## src/design/tksl_pkg.sv

```systemverilog
package tksl_pkg;

   // Field widths
   localparam int SCORE_BITS = 32;
   localparam int TAG_BITS   = 16;
   localparam int OPC_BITS   = 2;
   localparam int IDX_BITS   = 4;
   localparam int CNT_BITS   = 5;

   localparam int DEPTH_DEFAULT = 16;
   localparam logic [CNT_BITS-1:0] MAX_ENTRIES_RESET = 5'd16;

   // Stream word widths, padded to whole bytes
   localparam int REQ_FIELD_BITS = SCORE_BITS + TAG_BITS + IDX_BITS;
   localparam int REQ_TDATA_BITS = ((REQ_FIELD_BITS + 7) / 8) * 8;
   localparam int RSP_FIELD_BITS = 1 + IDX_BITS + CNT_BITS + 1 + SCORE_BITS + TAG_BITS;
   localparam int RSP_TDATA_BITS = ((RSP_FIELD_BITS + 7) / 8) * 8;

   typedef enum logic [OPC_BITS-1:0] {
      OP_INSERT = 2'd0,
      OP_READ   = 2'd1,
      OP_CLEAR  = 2'd2,
      OP_NOP    = 2'd3
   } opcode_type;

   typedef struct packed {
      opcode_type            opcode;
      logic [SCORE_BITS-1:0] score;
      logic [TAG_BITS-1:0]   tag;
      logic [IDX_BITS-1:0]   read_index;
   } cmd_type;

   typedef struct packed {
      logic                  kept;
      logic [IDX_BITS-1:0]   rank;
      logic [CNT_BITS-1:0]   entry_count;
      logic                  index_valid;
      logic [SCORE_BITS-1:0] entry_score;
      logic [TAG_BITS-1:0]   entry_tag;
   } result_type;

endpackage

```

## src/design/tksl_ram.sv

```systemverilog
module tksl_ram #(
   parameter int WIDTH = 8,
   parameter int DEPTH = 16,
   localparam int AW = (DEPTH > 1) ? $clog2(DEPTH) : 1
) (
   input  logic             clock,
   input  logic             wr_en,
   input  logic [AW-1:0]    wr_addr,
   input  logic [WIDTH-1:0] wr_data,
   input  logic [AW-1:0]    rd_addr,
   output logic [WIDTH-1:0] rd_data
);

   logic [WIDTH-1:0] mem_ff [DEPTH];
   logic [WIDTH-1:0] rd_data_ff;

   always_ff @(posedge clock) begin
      if (wr_en) begin
         mem_ff[wr_addr] <= wr_data;
      end
      rd_data_ff <= mem_ff[rd_addr];
   end

   assign rd_data = rd_data_ff;

endmodule

```

## src/design/tksl_engine.sv

```systemverilog
module tksl_engine #(
   parameter int DEPTH = tksl_pkg::DEPTH_DEFAULT
) (
   input  logic                          clock,
   input  logic                          reset,
   input  logic                          cmd_valid,
   output logic                          cmd_ready,
   input  tksl_pkg::cmd_type             cmd,
   input  logic [tksl_pkg::CNT_BITS-1:0] max_entries,
   output logic                          res_valid,
   input  logic                          res_take,
   output tksl_pkg::result_type          res
);
   import tksl_pkg::*;

   localparam int AW = (DEPTH > 1) ? $clog2(DEPTH) : 1;
   localparam int CW = $clog2(DEPTH + 1);
   localparam int XW = (CW > CNT_BITS) ? CW : CNT_BITS;

   typedef enum logic [1:0] {S_IDLE, S_SCAN, S_RDWAIT, S_DONE} state_type;

   typedef struct packed {
      logic [SCORE_BITS-1:0] score;
      logic [TAG_BITS-1:0]   tag;
   } entry_type;

   state_type  state_ff, state_in;
   cmd_type    cmd_ff, cmd_in;
   logic [CW-1:0] fill_ff, fill_in;
   logic [CW-1:0] n_ff, n_in;
   logic [CW-1:0] rd_idx_ff, rd_idx_in;
   logic          pd_valid_ff, pd_valid_in;
   logic [AW-1:0] pd_idx_ff, pd_idx_in;
   logic          ins_ff, ins_in;
   logic [AW-1:0] rank_ff, rank_in;
   entry_type     held_ff, held_in;
   result_type    res_ff, res_in;

   logic          wr_en;
   logic [AW-1:0] wr_addr;
   entry_type     wr_data;
   logic [AW-1:0] rd_addr;
   entry_type     rd_data;

   logic [XW-1:0] lim_x;
   logic [XW:0]   c1_x;
   logic [CW-1:0] n_new;
   logic          old_wins;
   logic          pd_last;
   logic          rd_hit;

   tksl_ram #(
      .WIDTH($bits(entry_type)),
      .DEPTH(DEPTH)
   ) u_ram (
      .clock  (clock),
      .wr_en  (wr_en),
      .wr_addr(wr_addr),
      .wr_data(wr_data),
      .rd_addr(rd_addr),
      .rd_data(rd_data)
   );

   // New list length: one more than now, capped by the limit.
   assign lim_x = (XW'(max_entries) > XW'(DEPTH)) ? XW'(DEPTH) : XW'(max_entries);
   assign c1_x  = (XW + 1)'(fill_ff) + (XW + 1)'(1);
   assign n_new = (c1_x < (XW + 1)'(lim_x)) ? CW'(c1_x) : CW'(lim_x);

   // A stored entry with an equal or greater score stays ahead of the new pair.
   assign old_wins = (CW'(pd_idx_ff) < fill_ff) && (rd_data.score >= cmd_ff.score);
   assign pd_last  = (CW'(pd_idx_ff) == (n_ff - CW'(1)));
   assign rd_hit   = (XW'(cmd_ff.read_index) < XW'(fill_ff));

   always_comb begin
      state_in    = state_ff;
      cmd_in      = cmd_ff;
      fill_in     = fill_ff;
      n_in        = n_ff;
      rd_idx_in   = rd_idx_ff;
      pd_valid_in = pd_valid_ff;
      pd_idx_in   = pd_idx_ff;
      ins_in      = ins_ff;
      rank_in     = rank_ff;
      held_in     = held_ff;
      res_in      = res_ff;
      wr_en       = 1'b0;
      wr_addr     = pd_idx_ff;
      wr_data     = held_ff;
      rd_addr     = rd_idx_ff[AW-1:0];

      unique case (state_ff)
         S_IDLE: begin
            rd_addr = AW'(cmd.read_index);
            if (cmd_valid) begin
               cmd_in = cmd;
               res_in = '0;
               unique case (cmd.opcode)
                  OP_INSERT: begin
                     n_in        = n_new;
                     rd_idx_in   = '0;
                     pd_valid_in = 1'b0;
                     ins_in      = 1'b0;
                     rank_in     = '0;
                     if (n_new == '0) begin
                        fill_in  = '0;
                        state_in = S_DONE;
                     end else begin
                        state_in = S_SCAN;
                     end
                  end
                  OP_READ: begin
                     state_in = S_RDWAIT;
                  end
                  OP_CLEAR: begin
                     fill_in  = '0;
                     state_in = S_DONE;
                  end
                  OP_NOP: begin
                     res_in.entry_count = CNT_BITS'(fill_ff);
                     state_in           = S_DONE;
                  end
               endcase
            end
         end

         S_SCAN: begin
            // Reads run one entry ahead of the compare and write-back stage.
            if (rd_idx_ff < n_ff) begin
               rd_idx_in   = rd_idx_ff + CW'(1);
               pd_valid_in = 1'b1;
               pd_idx_in   = rd_idx_ff[AW-1:0];
            end else begin
               pd_valid_in = 1'b0;
            end
            if (pd_valid_ff) begin
               // Once the new pair is placed, each entry moves down by one.
               if (ins_ff) begin
                  wr_en   = 1'b1;
                  wr_data = held_ff;
                  held_in = rd_data;
               end else if (!old_wins) begin
                  wr_en   = 1'b1;
                  wr_data = '{score: cmd_ff.score, tag: cmd_ff.tag};
                  held_in = rd_data;
                  ins_in  = 1'b1;
                  rank_in = pd_idx_ff;
               end
               if (pd_last) begin
                  fill_in            = n_ff;
                  res_in.kept        = ins_in;
                  res_in.rank        = ins_in ? IDX_BITS'(rank_in) : '0;
                  res_in.entry_count = CNT_BITS'(n_ff);
                  pd_valid_in        = 1'b0;
                  state_in           = S_DONE;
               end
            end
         end

         S_RDWAIT: begin
            res_in.entry_count = CNT_BITS'(fill_ff);
            res_in.index_valid = rd_hit;
            if (rd_hit) begin
               res_in.entry_score = rd_data.score;
               res_in.entry_tag   = rd_data.tag;
            end
            state_in = S_DONE;
         end

         S_DONE: begin
            if (res_take) begin
               state_in = S_IDLE;
            end
         end
      endcase
   end

   always_ff @(posedge clock) begin
      if (reset) begin
         state_ff    <= S_IDLE;
         fill_ff     <= '0;
         pd_valid_ff <= 1'b0;
      end else begin
         state_ff    <= state_in;
         fill_ff     <= fill_in;
         pd_valid_ff <= pd_valid_in;
      end
      cmd_ff    <= cmd_in;
      n_ff      <= n_in;
      rd_idx_ff <= rd_idx_in;
      pd_idx_ff <= pd_idx_in;
      ins_ff    <= ins_in;
      rank_ff   <= rank_in;
      held_ff   <= held_in;
      res_ff    <= res_in;
   end

   assign cmd_ready = (state_ff == S_IDLE);
   assign res_valid = (state_ff == S_DONE);
   assign res       = res_ff;

endmodule

```

## src/design/top_k_sorted_score_list_top.sv

```systemverilog
// Channel | Ports           | Word contents
// req     | req_t*          | tdata: new_score, new_tag, read_index; tuser: opcode
// rsp     | rsp_t*          | tdata: kept, rank, entry_count, index_valid, entry_score, entry_tag
// csr     | csr_wr_*        | max_entries, written whenever csr_wr_en is high
//
// An insert makes one memory read per entry up to n, the new list length, with the
// compare and write-back one entry behind the reads. One word is worked on at a time;
// req_tready is high while the sequencer is idle, even when a result still waits in the
// output register. Reset empties the list and sets the limit to sixteen; memory is kept.
module top_k_sorted_score_list_top #(
   parameter int DEPTH = tksl_pkg::DEPTH_DEFAULT
) (
   input  logic                                clock,
   input  logic                                reset,
   // new_score, new_tag, read_index (zero padded)
   input  logic [tksl_pkg::REQ_TDATA_BITS-1:0] req_tdata,
   // opcode
   input  logic [tksl_pkg::OPC_BITS-1:0]       req_tuser,
   input  logic                                req_tvalid,
   output logic                                req_tready,
   // kept, rank, entry_count, index_valid, entry_score, entry_tag (zero padded)
   output logic [tksl_pkg::RSP_TDATA_BITS-1:0] rsp_tdata,
   output logic                                rsp_tvalid,
   input  logic                                rsp_tready,
   input  logic                                csr_wr_en,
   input  logic [tksl_pkg::CNT_BITS-1:0]       csr_wr_data
);
   import tksl_pkg::*;

   logic [CNT_BITS-1:0] max_entries_ff, max_entries_in;
   logic                rsp_valid_ff, rsp_valid_in;
   result_type          rsp_res_ff, rsp_res_in;

   cmd_type    cmd;
   logic       eng_ready;
   logic       eng_valid;
   logic       eng_take;
   result_type eng_res;

   assign cmd.opcode     = opcode_type'(req_tuser);
   assign cmd.score      = req_tdata[SCORE_BITS-1:0];
   assign cmd.tag        = req_tdata[SCORE_BITS +: TAG_BITS];
   assign cmd.read_index = req_tdata[SCORE_BITS + TAG_BITS +: IDX_BITS];

   tksl_engine #(
      .DEPTH(DEPTH)
   ) u_engine (
      .clock      (clock),
      .reset      (reset),
      .cmd_valid  (req_tvalid),
      .cmd_ready  (eng_ready),
      .cmd        (cmd),
      .max_entries(max_entries_ff),
      .res_valid  (eng_valid),
      .res_take   (eng_take),
      .res        (eng_res)
   );

   assign req_tready = eng_ready;

   // The output register takes a new word when empty or being drained.
   assign eng_take = eng_valid && (!rsp_valid_ff || rsp_tready);

   always_comb begin
      max_entries_in = csr_wr_en ? csr_wr_data : max_entries_ff;
      rsp_res_in     = eng_take ? eng_res : rsp_res_ff;
      if (eng_take) begin
         rsp_valid_in = 1'b1;
      end else if (rsp_tready) begin
         rsp_valid_in = 1'b0;
      end else begin
         rsp_valid_in = rsp_valid_ff;
      end
   end

   always_ff @(posedge clock) begin
      if (reset) begin
         max_entries_ff <= MAX_ENTRIES_RESET;
         rsp_valid_ff   <= 1'b0;
      end else begin
         max_entries_ff <= max_entries_in;
         rsp_valid_ff   <= rsp_valid_in;
      end
      rsp_res_ff <= rsp_res_in;
   end

   assign rsp_tvalid = rsp_valid_ff;
   assign rsp_tdata  = {
      (RSP_TDATA_BITS - RSP_FIELD_BITS)'(0),
      rsp_res_ff.entry_tag,
      rsp_res_ff.entry_score,
      rsp_res_ff.index_valid,
      rsp_res_ff.entry_count,
      rsp_res_ff.rank,
      rsp_res_ff.kept
   };

endmodule

```

## config.mk

```make
export PLATFORM = sky130hd
export DESIGN_NAME = top_k_sorted_score_list_top
export DESIGN_NICKNAME = d
export VERILOG_FILES = /design/src/design/tksl_pkg.sv /design/src/design/tksl_ram.sv /design/src/design/tksl_engine.sv /design/src/design/top_k_sorted_score_list_top.sv
export SDC_FILE = /design/constraint.sdc
export NUM_CORES = 1
export LEC_CHECK = 0
export ABC_AREA = 1
export CAP_MARGIN = 20
export CORE_AREA = 3 3 271 273
export CTS_CLUSTER_DIAMETER = 60
export CTS_CLUSTER_SIZE = 16
export DETAILED_ROUTE_END_ITERATION = 7
export DIE_AREA = 0 0 274 276
export DONT_BUFFER_PORTS = 1
export PLACE_DENSITY = 0.73
export SETUP_SLACK_MARGIN = 0.1
export SYNTH_ARGS = -nofsm -noshare
export SYNTH_HDL_FRONTEND = slang
export SYNTH_SLANG_ARGS = --single-unit
export TNS_END_PERCENT = 30
```

## constraint.sdc

```tcl
create_clock -name clock -period 7.4 [get_ports clock]
set_input_delay 0.74 -clock clock [delete_from_list [all_inputs] [get_ports clock]]
set_output_delay 0.74 -clock clock [all_outputs]
set_load 0.02 [all_outputs]
```

==> metrics.log, run 1 <==
INFO  metric run_status = completed
INFO  metric grt_pass1_vias = 24,179
INFO  metric hold_slack = approximately 0.17 ns
INFO  metric post-cts-setup-buffers = 0
INFO  metric min_path_type = in -> reg
INFO  metric worstPathRequired = around 7.6 ns
INFO  metric synth-async-reset-ratio = 0
INFO  metric power_frac_seq = 0.452
INFO  metric grt_util_all_layers = 0.242
INFO  metric critical_path_arrival = around 5.2 ns
INFO  metric power.density = approximately 370 nW/µm²
INFO  metric synth-edff-count = around 1,000
INFO  metric setup_viol_count_final = 0
INFO  metric f_max = around 200 MHz
INFO  metric clock_latency = approximately 0.63 ns
INFO  metric route.final.wire_length = 92,400 µm
INFO  metric place_congestion = 0.845
INFO  metric wire_per_inst = approximately 21 µm
INFO  metric design.final.nets = about 3,500
INFO  metric synthesis.area = between 40,000 and 50,000 µm²
INFO  metric yosys_register_bits = 1,067
INFO  metric hold_path_depth = 1
INFO  metric vias_per_cell = 5.79
INFO  metric mostFrequentLayoutCell = sky130_fd_sc_hd__edfxtp_1
INFO  metric yosysSeqAreaShare = 0.735
INFO  metric vias = about 25,000
INFO  metric number_of_maximum_capacitance_violations = 0
INFO  metric number_of_failing_hold_endpoints_at_the_final_stage = 0
INFO  metric slew_headroom = 0.0716
INFO  metric detail-route-antenna-nets = 0
INFO  metric cts.hold.buffers_added = 0
INFO  metric fin_crit_sh = 0.672
INFO  metric dp_slack = ~2.5 ns
INFO  metric grt_setup_unrepaired = no
INFO  metric drive_above_1_share = 0.0581
INFO  metric grt_max_degree = ~290
INFO  metric ir_worst_vdd = about 0.00047 V
INFO  metric post_synth_num_cell_types = 43
INFO  metric num_io_pins = around 130
INFO  metric cp-start-kind = flip-flop
INFO  metric net_sw_power = roughly 6000 µW
INFO  metric power.combinational.fraction = 0.308
INFO  metric insertedDiodeCount = 0
INFO  metric floorplan.die_area = roughly 76,000 µm²
INFO  metric first_iter_violations = around 2,900
INFO  metric cts_buffers = 78
INFO  metric syn-instance-count = roughly 3,400
INFO  metric grt_first_pass_wirelength = 139,000 µm
INFO  metric rows = 98
INFO  metric worst_r2r_path_depth = 14
INFO  metric floorplan.die.height = 276 µm
INFO  metric switching_share = 0.352
INFO  metric final.setup.tns = 0 ns
INFO  metric critPathKind = reg -> reg
INFO  metric dp_hpwl = slightly below 50,000 µm
INFO  metric clk_path_buf_depth = 3
INFO  metric tritoncts = yes
INFO  metric maxSlewViolCount = 0
INFO  metric antenna_found_initial = 1
INFO  metric clock_sink_count = approximately 1,100
INFO  metric layout_min_cycle_time = about 5 ns
INFO  metric biggest_fanout_along_the_worst_timing_path = 32
INFO  metric initial_core_utilization = 0.599
INFO  metric portion_of_total_power_attributed_to_the_clock_network = 0.240
INFO  metric core_area = 71,400 µm²
INFO  metric fp.dieW = 274 µm
INFO  metric finClkSkew = 0.0309 ns
INFO  metric syn-mean-instance-area = approximately 13 µm²
INFO  metric post_dp_cell_area = between 40,000 and 50,000 µm²
INFO  metric yosys_warnings = 0
INFO  metric overflow_after_grt = 0
INFO  metric clkTransAtPathRegs = 0.07 ns
INFO  metric total_design_power = 17,000 µW
INFO  metric cellLeakagePower = roughly 0.017 µW
INFO  metric cts_root_buffer = sky130_fd_sc_hd__clkbuf_16
INFO  metric ctsHtreeMaxLevel = 3
INFO  metric post-route-cell-area = 46,000 µm²
INFO  metric internal-power = between 10,000 and 15,000 µW
INFO  metric endpoint_kind = flip-flop
INFO  metric timing.final.ws_setup = approximately 2.4 ns
INFO  metric timing_worst_slew_pin_value = roughly 1.4 ns
INFO  metric drt_drc_violations_left = 0
INFO  metric synth_ff_type = sky130_fd_sc_hd__edfxtp_1
INFO  metric port_buffers = 0
INFO  metric nFillCells = slightly above 5,000
INFO  metric post_cts.resized_instances = 0
INFO  metric highest_count_cells_in_the_layout_ignoring_fill_and_taps = 1,005 x sky130_fd_sc_hd__edfxtp_1, 533 x sky130_fd_sc_hd__inv_1, 427 x sky130_fd_sc_hd__nand2_1
INFO  metric layout-area-overhead-vs-synth = 7.76%
INFO  metric drt_pre_antenna_iters = 6
metal layers:
metal	routed length, µm	global-route usage	part of all wire
met5	0	0	0
met4	2540	0.0810	0.027
met3	6190	0.0305	0.067
met2	45900	0.404	0.50
met1	37800	0.332	0.41
path summary, 6_finish.rpt:
check                                                    from                                      to  slack (ns)
worst max-delay path            u_engine.cmd_ff[51]$_DFFE_PP_  u_engine.u_ram.mem_ff[4][20]$_DFFE_PP_        2.43
worst min-delay path                                    reset                 rsp_tvalid$_SDFFE_PP0P_        0.17
worst min register to register  u_engine.res[2]$_SDFFCE_PN0P_                 rsp_tdata[45]$_DFFE_PP_        0.41
worst max register to register  u_engine.cmd_ff[51]$_DFFE_PP_  u_engine.u_ram.mem_ff[4][20]$_DFFE_PP_        2.43
metrics by stage:
step,util,instances
global route,0.645,4355
floorplan,-,3396
CTS,0.645,4351
finish,0.645,4355
global placement,0.611,4204
detailed placement,0.612,4210
cell families after synthesis:
family / share of synthesized area
and+or+nand+nor: 0.0709
AOI/OAI and AO/OA: 0.108
xor gates and xnor gates: 0.00225
other: 0.0000878
DFF: 0.735
buffers and inverters: 0.0677
adders and majority gates: 0.0155
synthesized netlist by cell type (all sizes together), types with 5 or more instances:
master | n | share of area
xor2 | 8 | 0.0016
o221ai | 42 | 0.0086
inv | 541 | 0.048
ha | 53 | 0.016
nand2 | 438 | 0.039
o21ai | 353 | 0.042
nor2 | 71 | 0.0067
buf | 107 | 0.013
o211ai | 111 | 0.020
dfxtp | 62 | 0.029
nand4 | 10 | 0.0016
edfxtp | 1005 | 0.71
nand3 | 180 | 0.022
o31ai | 5 | 0.00088
clkbuf | 77 | 0.0068
a21oi | 308 | 0.036
state kept, by name, summed over array words and instances (netlist names), 4 cells and up:
name                    flops
max_entries_ff              5
rsp_tdata                  59
u_engine.cmd_ff            52
u_engine.fill_ff            5
u_engine.held_ff           48
u_engine.n_ff               5
u_engine.pd_idx_ff          4
u_engine.rank_ff            4
u_engine.rd_idx_ff          5
u_engine.res               59
u_engine.u_ram.mem_ff     768
u_engine.u_ram.rd_data     48
worst max-delay path: stages, from the launching register on:
cell and delay, ns:
sky130_fd_sc_hd__edfxtp_1 0.36, sky130_fd_sc_hd__inv_1 0.13, sky130_fd_sc_hd__ha_1 0.28, sky130_fd_sc_hd__nand4_1 0.19, sky130_fd_sc_hd__inv_1 0.09, sky130_fd_sc_hd__nand2_1 0.10
sky130_fd_sc_hd__o211ai_1 0.13, sky130_fd_sc_hd__a31oi_1 0.69, sky130_fd_sc_hd__nand3_1 0.22, sky130_fd_sc_hd__nand3_1 0.13, sky130_fd_sc_hd__nand2_1 0.12, sky130_fd_sc_hd__inv_2 0.13
sky130_fd_sc_hd__nand2_2 0.46, sky130_fd_sc_hd__nor2_4 0.82, sky130_fd_sc_hd__buf_4 0.70
cell type report:
type | instances | area [µm²] | share of cell area
Multi-Input combinational cell | 1604 | 8620 | 0.187
Clock buffer | 130 | 2220 | 0.0482
Timing Repair Buffer | 52 | 430 | 0.00935
Sequential cell | 1067 | 31400 | 0.682
Clock inverter | 11 | 133 | 0.00288
Inverter | 541 | 2030 | 0.0441
Tap cell | 950 | 1190 | 0.0258
power groups by stage:
stage                     logic (µW)  clock network (µW)  registers (µW)
after floorplan                 3890                   0            7750
after CTS                       5210                4160            7700
after global placement          4950                   0            7810
final                           5240                4090            7700
after global routing            5860                4390            7750
after detailed placement        5180                   0            7830
No activity file was read; power rests on OpenSTA's default activity.
==> run 2, diff against run 1 <==
==> constraint.sdc (replaced) <==
create_clock -name clock -period 5.15 [get_ports clock]
set_input_delay 0.515 -clock clock [delete_from_list [all_inputs] [get_ports clock]]
set_output_delay 0.515 -clock clock [all_outputs]
set_load 0.02 [all_outputs]
==> metrics.log, run 2 (same netlist as run 1, synthesis figures left out) <==
INFO  metric run_status = completed
INFO  metric power.density = 527 nW/µm² (+43%)
INFO  metric slew_headroom = 0.285 (+0.214)
INFO  metric floorplan.die_area = 75,600 µm² (unchanged)
INFO  metric hold_slack = 0.0506 ns (-0.124 ns)
INFO  metric grt_pass1_vias = 25,425 (+5.2%)
INFO  metric timing.critical_path.buf_inv = 3 (-1)
INFO  metric largest_reg_flops = 768 (unchanged)
INFO  metric clock_latency = 0.63 ns (about the same)
INFO  metric vias = 25,723 (+2.1%)
INFO  metric cellLeakagePower = 0.0177 µW (+2.9%)
INFO  metric highest_count_cells_in_the_layout_ignoring_fill_and_taps = 1,005 x sky130_fd_sc_hd__edfxtp_1, 533 x sky130_fd_sc_hd__inv_1, 427 x sky130_fd_sc_hd__nand2_1
INFO  metric maxSlewViolCount = 0 (unchanged)
INFO  metric wire_per_inst = 21.2 µm (about the same)
INFO  metric port_buffers = 0 (unchanged)
INFO  metric dp_slack = 0.669 ns (-1.84 ns)
INFO  metric ir_worst_vdd = 0.000600 V (+26%)
INFO  metric num_io_pins = 134 (unchanged)
INFO  metric f_max = 218 MHz (+8.3%)
INFO  metric timing.final.ws_setup = 0.559 ns (-1.87 ns)
INFO  metric clk_path_buf_depth = 3 (unchanged)
INFO  metric layout-area-overhead-vs-synth = 10.4%
INFO  metric layout_min_cycle_time = 4.59 ns (-0.380 ns)
INFO  metric worstPathRequired = 5.42 ns (-2.22 ns)
INFO  metric clock_sink_count = 1,067 (unchanged)
INFO  metric initial_core_utilization = 0.599 (unchanged)
INFO  metric timing_worst_slew_pin_value = 1.06 ns (-0.328 ns)
INFO  metric min_path_type = in -> reg
INFO  metric nFillCells = 4,971 (-2.2%)
INFO  metric clkTransAtPathRegs = 0.07 ns (about the same)
INFO  metric tritoncts = yes
INFO  metric post-route-cell-area = 47,200 µm² (+2.4%)
INFO  metric endpoint_kind = flip-flop
INFO  metric insertedDiodeCount = 0 (unchanged)
INFO  metric grt_max_degree = 234 (-19%)
INFO  metric fp.dieW = 274 µm (unchanged)
INFO  metric slowest_cell_on_crit_path = sky130_fd_sc_hd__o21ai_1
INFO  metric drt_pre_antenna_iters = 6 (unchanged)
INFO  metric finClkSkew = 0.0210 ns (-0.00988 ns)
INFO  metric cp_slowest_stage_delay = 0.93 ns (+0.11 ns)
INFO  metric place_congestion = 0.837 (-0.98%)
INFO  metric first_iter_violations = 3,236 (+13%)
INFO  metric post_dp_cell_area = 44,200 µm² (+1.2%)
INFO  metric number_of_failing_hold_endpoints_at_the_final_stage = 0 (unchanged)
INFO  metric cp-start-kind = flip-flop
INFO  metric critical_path_arrival = 4.86 ns (-0.35 ns)
INFO  metric regMostFlops = u_engine.u_ram.mem_ff
INFO  metric post_cts.resized_instances = 0 (unchanged)
INFO  metric cells_along_the_critical_path = inv_1 > ha_1 > nand4_1 > inv_1 > nand2_1 > o211ai_1 > a31oi_1 > nand3_1 > nand2_1 > nand4_4 > buf_4 > o21ai_1
INFO  metric final_util = 0.661 (+0.0156)
INFO  metric detail-route-antenna-nets = 0 (unchanged)
INFO  metric ctsHtreeMaxLevel = 3 (unchanged)
INFO  metric rows = 98 (unchanged)
INFO  metric setup_viol_count_final = 0 (unchanged)
INFO  metric critPathKind = reg -> reg
INFO  metric route.final.wire_length = 94,100 µm (+1.8%)
INFO  metric antenna_found_initial = 1 (unchanged)
INFO  metric dpl.cell_count = 4,244 (+0.81%)
INFO  metric vias_per_cell = 5.80 (+0.23%)
INFO  metric floorplan.die.height = 276 µm (unchanged)
INFO  metric core_area = 71,400 µm² (unchanged)
INFO  metric biggest_fanout_along_the_worst_timing_path = 55 (+72%)
INFO  metric fin_crit_sh = 0.891 (+0.220)
INFO  metric cts_root_buffer = sky130_fd_sc_hd__clkbuf_16
INFO  metric grt_setup_unrepaired = no
INFO  metric mostFrequentLayoutCell = sky130_fd_sc_hd__edfxtp_1
INFO  metric grt_first_pass_wirelength = 143,000 µm (+2.8%)
INFO  metric cts_buffers = 79 (+1.3%)
INFO  metric timing.critical_path.max_delay_family = compound AO/OA/AOI/OAI gates
INFO  metric number_of_maximum_capacitance_violations = 0 (unchanged)
INFO  metric design.final.nets = 3,552 (+2.5%)
INFO  metric finalNonFillerCells = 4,436 (+1.9%)
INFO  metric drt_drc_violations_left = 0 (unchanged)
INFO  metric overflow_after_grt = 0 (unchanged)
INFO  metric grt_util_all_layers = 0.247 (+0.00495)
INFO  metric drive_above_1_share = 0.0671 (+0.00898)
INFO  metric dp_hpwl = 50,000 µm (+3.3%)
[run 2: cell types whose count changed in the layout (fill, tap and decap cells not counted), sizes merged]
cell / change
dlygate4sd3: +55
inv: -1
clkbuf: -6
buf: +31
clkinv: +2
[run 2: metal layers]
layer,vias to the layer above,part of all wire,track usage
met2,1045,0.49,0.400
met5,-,0,0
met3,218,0.074,0.0357
li1,11978,-,-
met1,12482,0.40,0.338
met4,0,0.036,0.102
[run 2: layout make-up]
type	count	area (µm²)	area share
Timing Repair Buffer	138	1480	0.0315
Clock buffer	124	2270	0.0482
Tap cell	950	1190	0.0252
Multi-Input combinational cell	1604	8630	0.183
Sequential cell	1067	31400	0.666
Clock inverter	12	139	0.00294
Inverter	541	2030	0.0431
[run 2: power breakdown]
| part | internal [µW] | switching, µW | total [µW] | leakage (µW) |
|---|---|---|---|---|
| Sequential | 10600 | 444 | 11100 | 0.00964 |
| Combinational | 2310 | 5500 | 7810 | 0.00691 |
| Clock | 3150 | 2840 | 5990 | 0.00116 |
[run 2: final timing paths]
check / endpoint / from / cells past startpoint / slack (ns)
max: u_engine.u_ram.mem_ff[0][8]$_DFFE_PP_ / u_engine.cmd_ff[51]$_DFFE_PP_ / 12 / 0.56
min: max_entries_ff[1]$_SDFFE_PP0P_ / csr_wr_data[1] / 2 / 0.05
max reg2reg: u_engine.u_ram.mem_ff[0][8]$_DFFE_PP_ / u_engine.cmd_ff[51]$_DFFE_PP_ / 12 / 0.56
min reg2reg: rsp_tdata[27]$_DFFE_PP_ / u_engine.res[32]$_SDFFCE_PN0P_ / 0 / 0.42
[run 2: through the flow]
step | TNS [ns] | power, µW
5_1_grt | 0 | 26200
6_report | 0 | 24900
2_1_floorplan | -8.45 | 16700
3_3_place_gp | 0 | 18600
3_5_place_dp | 0 | 18900
4_1_cts | 0 | 24900
[run 2: what timing repair did]
| action | in CTS | in global routing |
|---|---|---|
| hold buffers | 55 | 0 |
| buffers inserted | 0 | 0 |
| endpoints found under the hold margin | 54 | 0 |
